## src/hw/rtl/sqmm_pkg.sv

```systemverilog
`default_nettype none

package sqmm_pkg;

	// Build default for the largest matrix dimension
	localparam int MAX_DIM_DEFAULT = 16;

	// Fixed field widths
	localparam int SIZE_W = 5;
	localparam int ROW_W  = 4;
	localparam int VAL_W  = 64;
	localparam int REQ_W  = 2;

	localparam logic [SIZE_W-1:0] SIZE_RESET = 5'd16;

	// Request codes
	localparam logic [REQ_W-1:0] REQ_WRITE_A = 2'd0;
	localparam logic [REQ_W-1:0] REQ_WRITE_B = 2'd1;
	localparam logic [REQ_W-1:0] REQ_READ    = 2'd2;

	typedef enum logic [1:0] {
		ST_IDLE,
		ST_RUN,
		ST_DRAIN
	} ctrl_state_t;

	// Controller to datapath commands
	typedef struct packed {
		logic start;     // latch row/col, clear accumulator
		logic in_range;  // read lies inside the active matrix
		logic issue;     // read one A/B pair this cycle
		logic wr_a;      // store element into A
		logic wr_b;      // store element into B
		logic load_out;  // move accumulator into output register
	} dp_cmd_t;

	// Datapath to controller status
	typedef struct packed {
		logic pipe_busy; // multiply-accumulate pipe still holds pairs
	} dp_status_t;

endpackage

`default_nettype wire

```

## src/hw/rtl/sqmm_ctrl.sv

```systemverilog
`default_nettype none

module sqmm_ctrl
	import sqmm_pkg::*;
#(
	parameter int MAX_DIM = MAX_DIM_DEFAULT,
	localparam int DIM_W = (MAX_DIM > 1) ? $clog2(MAX_DIM) : 1
) (
	input  wire logic              clk,
	input  wire logic              arst_n,
	input  wire logic              in_valid,
	output logic                   in_stall,
	input  wire logic [REQ_W-1:0]  req_type,
	input  wire logic [ROW_W-1:0]  row_index,
	input  wire logic [ROW_W-1:0]  col_index,
	input  wire logic              cfg_we,
	input  wire logic [SIZE_W-1:0] cfg_wdata,
	output logic                   out_valid,
	input  wire logic              out_stall,
	input  wire dp_status_t        status,
	output dp_cmd_t                cmd,
	output logic      [DIM_W-1:0]  k_idx
);

	localparam int CNT_W = $clog2(MAX_DIM + 1);
	localparam int SZ_W  = (CNT_W > SIZE_W) ? CNT_W : SIZE_W;

	ctrl_state_t       state_q;
	ctrl_state_t       state_d;
	logic [SIZE_W-1:0] size_q;
	logic [DIM_W-1:0]  k_q;
	logic [DIM_W-1:0]  k_d;
	logic              out_valid_q;
	logic [CNT_W-1:0]  dim_n;
	logic              in_range;
	logic              last_k;
	logic              slot_free;

	// Active dimension: zero acts as one, clamp at the built maximum
	always_comb begin
		if (size_q == '0) begin
			dim_n = CNT_W'(1);
		end else if (SZ_W'(size_q) > SZ_W'(MAX_DIM)) begin
			dim_n = CNT_W'(MAX_DIM);
		end else begin
			dim_n = CNT_W'(size_q);
		end
	end

	assign in_range  = (SZ_W'(row_index) < SZ_W'(dim_n)) && (SZ_W'(col_index) < SZ_W'(dim_n));
	assign last_k    = (SZ_W'(k_q) == SZ_W'(dim_n) - SZ_W'(1));
	assign slot_free = !out_valid_q || !out_stall;

	// Size register
	always_ff @(posedge clk or negedge arst_n) begin
		if (!arst_n) begin
			size_q <= SIZE_RESET;
		end else if (cfg_we) begin
			size_q <= cfg_wdata;
		end
	end

	// State, index counter, output valid
	always_ff @(posedge clk or negedge arst_n) begin
		if (!arst_n) begin
			state_q     <= ST_IDLE;
			k_q         <= '0;
			out_valid_q <= 1'b0;
		end else begin
			state_q <= state_d;
			k_q     <= k_d;
			if (cmd.load_out) begin
				out_valid_q <= 1'b1;
			end else if (out_valid_q && !out_stall) begin
				out_valid_q <= 1'b0;
			end
		end
	end

	// Next state and commands
	always_comb begin
		state_d  = state_q;
		k_d      = k_q;
		cmd      = '0;
		in_stall = 1'b1;
		case (state_q)
			ST_IDLE: begin
				in_stall = 1'b0;
				if (in_valid) begin
					case (req_type)
						REQ_WRITE_A: cmd.wr_a = 1'b1;
						REQ_WRITE_B: cmd.wr_b = 1'b1;
						REQ_READ: begin
							cmd.start    = 1'b1;
							cmd.in_range = in_range;
							k_d          = '0;
							state_d      = ST_RUN;
						end
						default: ;
					endcase
				end
			end
			ST_RUN: begin
				cmd.issue = 1'b1;
				if (last_k) begin
					state_d = ST_DRAIN;
				end else begin
					k_d = k_q + DIM_W'(1);
				end
			end
			ST_DRAIN: begin
				// wait for the last product to land and the output slot to open
				if (!status.pipe_busy && slot_free) begin
					cmd.load_out = 1'b1;
					state_d      = ST_IDLE;
				end
			end
			default: state_d = ST_IDLE;
		endcase
	end

	assign k_idx     = k_q;
	assign out_valid = out_valid_q;

endmodule

`default_nettype wire

```

## config.mk

```make
export PLATFORM = sky130hd
export DESIGN_NAME = sqmm_ctrl
export DESIGN_NICKNAME = d
export VERILOG_FILES = /design/src/hw/rtl/sqmm_pkg.sv /design/src/hw/rtl/sqmm_ctrl.sv
export SDC_FILE = /design/constraint.sdc
export NUM_CORES = 1
export LEC_CHECK = 0
export ABC_AREA = 1
export BUFFER_PORTS_ARGS = -buffer_cell sky130_fd_sc_hd__buf_2
export CORE_MARGIN = 3
export CORE_UTILIZATION = 30
export CTS_BUF_LIST = sky130_fd_sc_hd__clkbuf_16
export CTS_CLUSTER_SIZE = 14
export DETAILED_ROUTE_END_ITERATION = 8
export PLACE_DENSITY = 0.54
export SLEW_MARGIN = 20
export SYNTH_ARGS = -nofsm -noshare
export SYNTH_HDL_FRONTEND = slang
export SYNTH_SLANG_ARGS = --single-unit
```

## constraint.sdc

```tcl
create_clock -name clk -period 2.82 [get_ports clk]
set_input_delay 0.564 -clock clk [delete_from_list [all_inputs] [get_ports clk]]
set_output_delay 0.564 -clock clk [all_outputs]
set_load 0.01 [all_outputs]
```

==> reports/results.tsv <==
stage	metric	value	unit
floorplan	die area	0.00401	mm2
worst_setup_path	Crit Path Max Fanout	6	
clock_tree	number of H-tree levels	1	
logic_synthesis	top post-synthesis cells by area	dfrtp_1 (28%), nand2_1 (9.9%), ha_1 (7.6%), nor2_1 (7.2%), nand3_1 (6.1%)	
logic_synthesis	Yosys warnings	0	
timing	Clock Skew	0.00248	ns
placed_design	final HPWL from detailed placement	1.87	mm
worst_setup_path	CP Launch Point	size_q[1]	
worst_setup_path	crit path kind	reg -> out	
timing	Total Neg Setup Slack	0	ns
worst_setup_path	CP most frequent cell	nor2_1	
clock_tree	Num CTS Buffers	3	
floorplan	Die Span Y	63.3	um
floorplan	Starting Density	31.8	%
placed_design	dpl cells	207	
timing	min cycle time layout	2.59	ns
clock_tree	clk buf depth	2	
placed_design	IO buf count	32	
timing	RSZ-0062 raised after global routing	false	
timing	Slew Limit Fails	0	
pwr	pwr/cell area	731	mW/mm2
pwr	LEAKAGE	0.680	nW
clock_tree	CTS resizes	0	
logic_synthesis	Mapped Area	986	um2
worst_setup_path	CP Buf/Inv Count	2	
finish	area grow syn2layout	28.7	%
logic_synthesis	Yosys reg bits	12	
floorplan	DIE WIDTH	63.3	um
worst_setup_path	CP max-delay cell	dfrtp_1	
clock_tree	worst skew pair latency	0.24	ns
route	Post-Route WL	2.30	mm
global_routing	number of global-route vias before repair	942	
logic_synthesis	syn avg cell area	7.41	um2
timing	Fmax	386	MHz
global_routing	gr ovfl total	0	
worst_setup_path	Critical Path Max Stage Delay	0.43	ns
placed_design	routability cong.	0.779	
clock_tree	clk sinks	12	
status	status	completed	
pwr	maximum VDD drop	0.379	mV
finish	share of layout cells above drive strength 1	33.5	%
finish	ANT cells	0	
finish	most frequent cells in the layout	buf_2 (32), nand2_1 (26), nor2_1 (19)	
logic_synthesis	post-synth top area share	27.9	%
floorplan	# IOs	33	
clock_tree	clock-pin slew of the registers on the worst-case setup and hold paths	0.04	ns
flow_run	number of max-cap violations	0	
timing	final hold violation count	0	
timing	Worst Tran Pin Value	0.277	ns
logic_synthesis	synth unique cells	29	
floorplan	Cell Rows	20	
route	initial DRC count	33	
finish	Finished Layout Cells	211	
floorplan	Core ar.	0.00310	mm2
finish	fillcell total	338	
finish	final design utilization	40.9	%
global_routing	global-route wire length before repair	3.90	mm
clock_tree	TritonCTS clock tree	built	
timing	Final setup viols	0	
worst_setup_path	Data required, critical path	2.26	ns
clock_tree	CTS root buf	clkbuf_16	
route	via count	964	
logic_synthesis	post-synth top area cell	dfrtp_1	
worst_setup_path	critical path's top delay family	simple AND/OR/NAND/NOR gates	
global_routing	largest net degree at the start of global routing	13	
timing	Min Hold Slack	0.199	ns
route	vias per cell	4.57	
logic_synthesis	sequential cell area fraction in the yosys report	30.6	%
global_routing	initial antenna violation count	0	
worst_hold_path	HP Class	in -> async	
finish	multi-input logic area	609	um2
finish	FF+latch area	302	um2
finish	Design Area, Final	0.00127	mm2
route	DRT Pass-1 Iters	4	
worst_setup_path	crit-path cells	nor2_1 -> nand2_2 -> nand2_4 -> nand2_2 -> ha_1 -> inv_1 -> nor2_1 -> nand4_1 -> nor2_1 -> nor2_1 -> nand2_1 -> nor2_1 -> buf_2	
finish	most common cell after layout, fill and taps aside	buf_2	
worst_setup_path	Startpoint Class	flip-flop	
global_routing	Total Routing Usage GR	12.1	%
route	drt drc	0	
clock_tree	Hold Buf Count CTS	0	
timing	final cycle utilization of the critical path	91.9	%
route	WL/cell	10.9	um
logic_synthesis	Syn Nets	160	
clock_tree	postcts setup bufs	0	
route	DRT antenna net count	0	
worst_setup_path	R2R Path Start	size_q[1]	
logic_synthesis	Syn Inst Count	133	
worst_setup_path	Worst Path Arrival	2.03	ns
placed_design	Placed Area	0.00119	mm2
finish	nets	195	
worst_setup_path	Worst Setup End Kind	output port	
timing	Max-slew headroom	81.5	%
[flip-flops by register name (all words and copies together), names as in the netlist]
name       flops
state_q        2
size_q         5
k_idx          4
out_valid      1
[worst register-to-register path, delay by kind of cell (launching register included)]
family	cells	cell delay (ns)
AND/OR/NAND/NOR	13	1.34
adder cells (fa/ha/maj)	1	0.32
flip-flops	1	0.43
[report_power, final]
part           internal, mW  switching [mW]
clock network         0.186          0.0694
logic                 0.161           0.237
registers             0.215          0.0583
[worst paths after layout]
| check | cells after the start | endpoint | slack (ns) |
|---|---|---|---|
| setup / recovery | 13 | cmd[4] | 0.23 |
| setup reg to reg | 14 | k_idx[3] | 0.61 |
| hold / removal | 1 | out_valid | 0.20 |
| min in group clk | 2 | out_valid | 0.52 |
| hold reg to reg | 2 | out_valid | 0.57 |
| max in group asynchronous | 1 | size_q[4] | 2.35 |
[logic make-up (layout without fill, tap and decap cells)]
logic type,count (synthesis),count (layout),synth area share [%]
compound gates,8,8,4.44
xor+xnor,3,3,3.43
fa+ha+maj,6,6,7.61
buf+inv,19,53,7.61
flops,12,12,30.6
mux,3,3,3.43
simple gates,82,82,42.9
[layout make-up]
type | count | share of cell area (%)
Clock buffer | 3 | 5.92
Sequential cell | 12 | 23.8
Multi-Input combinational cell | 102 | 48.0
Inverter | 17 | 5.03
Clock inverter | 1 | 0.296
Timing Repair Buffer | 32 | 12.6
Tap cell | 44 | 4.34
[per-layer routing]
layer	global-route usage, %	part of all wire, %	vias to the layer above
met3	2.50	4.8	4
li1	-	-	500
met2	22.4	51	21
met4	5.66	1.3	0
met5	0	0	-
met1	12.9	42	439
[cells in the mapped netlist (all sizes together)]
cell	number
nor2	22
xnor2	1
inv	17
mux2	3
dfstp	1
buf	1
xor2	2
or2	2
clkbuf	1
nor4	2
nand2	35
and3	1
nand3b	3
o22ai	1
dfrtp	11
nand4	4
nand3	13
o21ai	6
o21bai	1
ha	6
[per-stage QoR]
stage               total power [mW]  setup WS, ns
floorplan                      0.565         0.710
global placement               0.669         0.533
detailed placement             0.673         0.482
CTS                            0.938         0.217
global route                    1.01        0.0633
finish                         0.928         0.230
(Power assumes the default switching activity.)
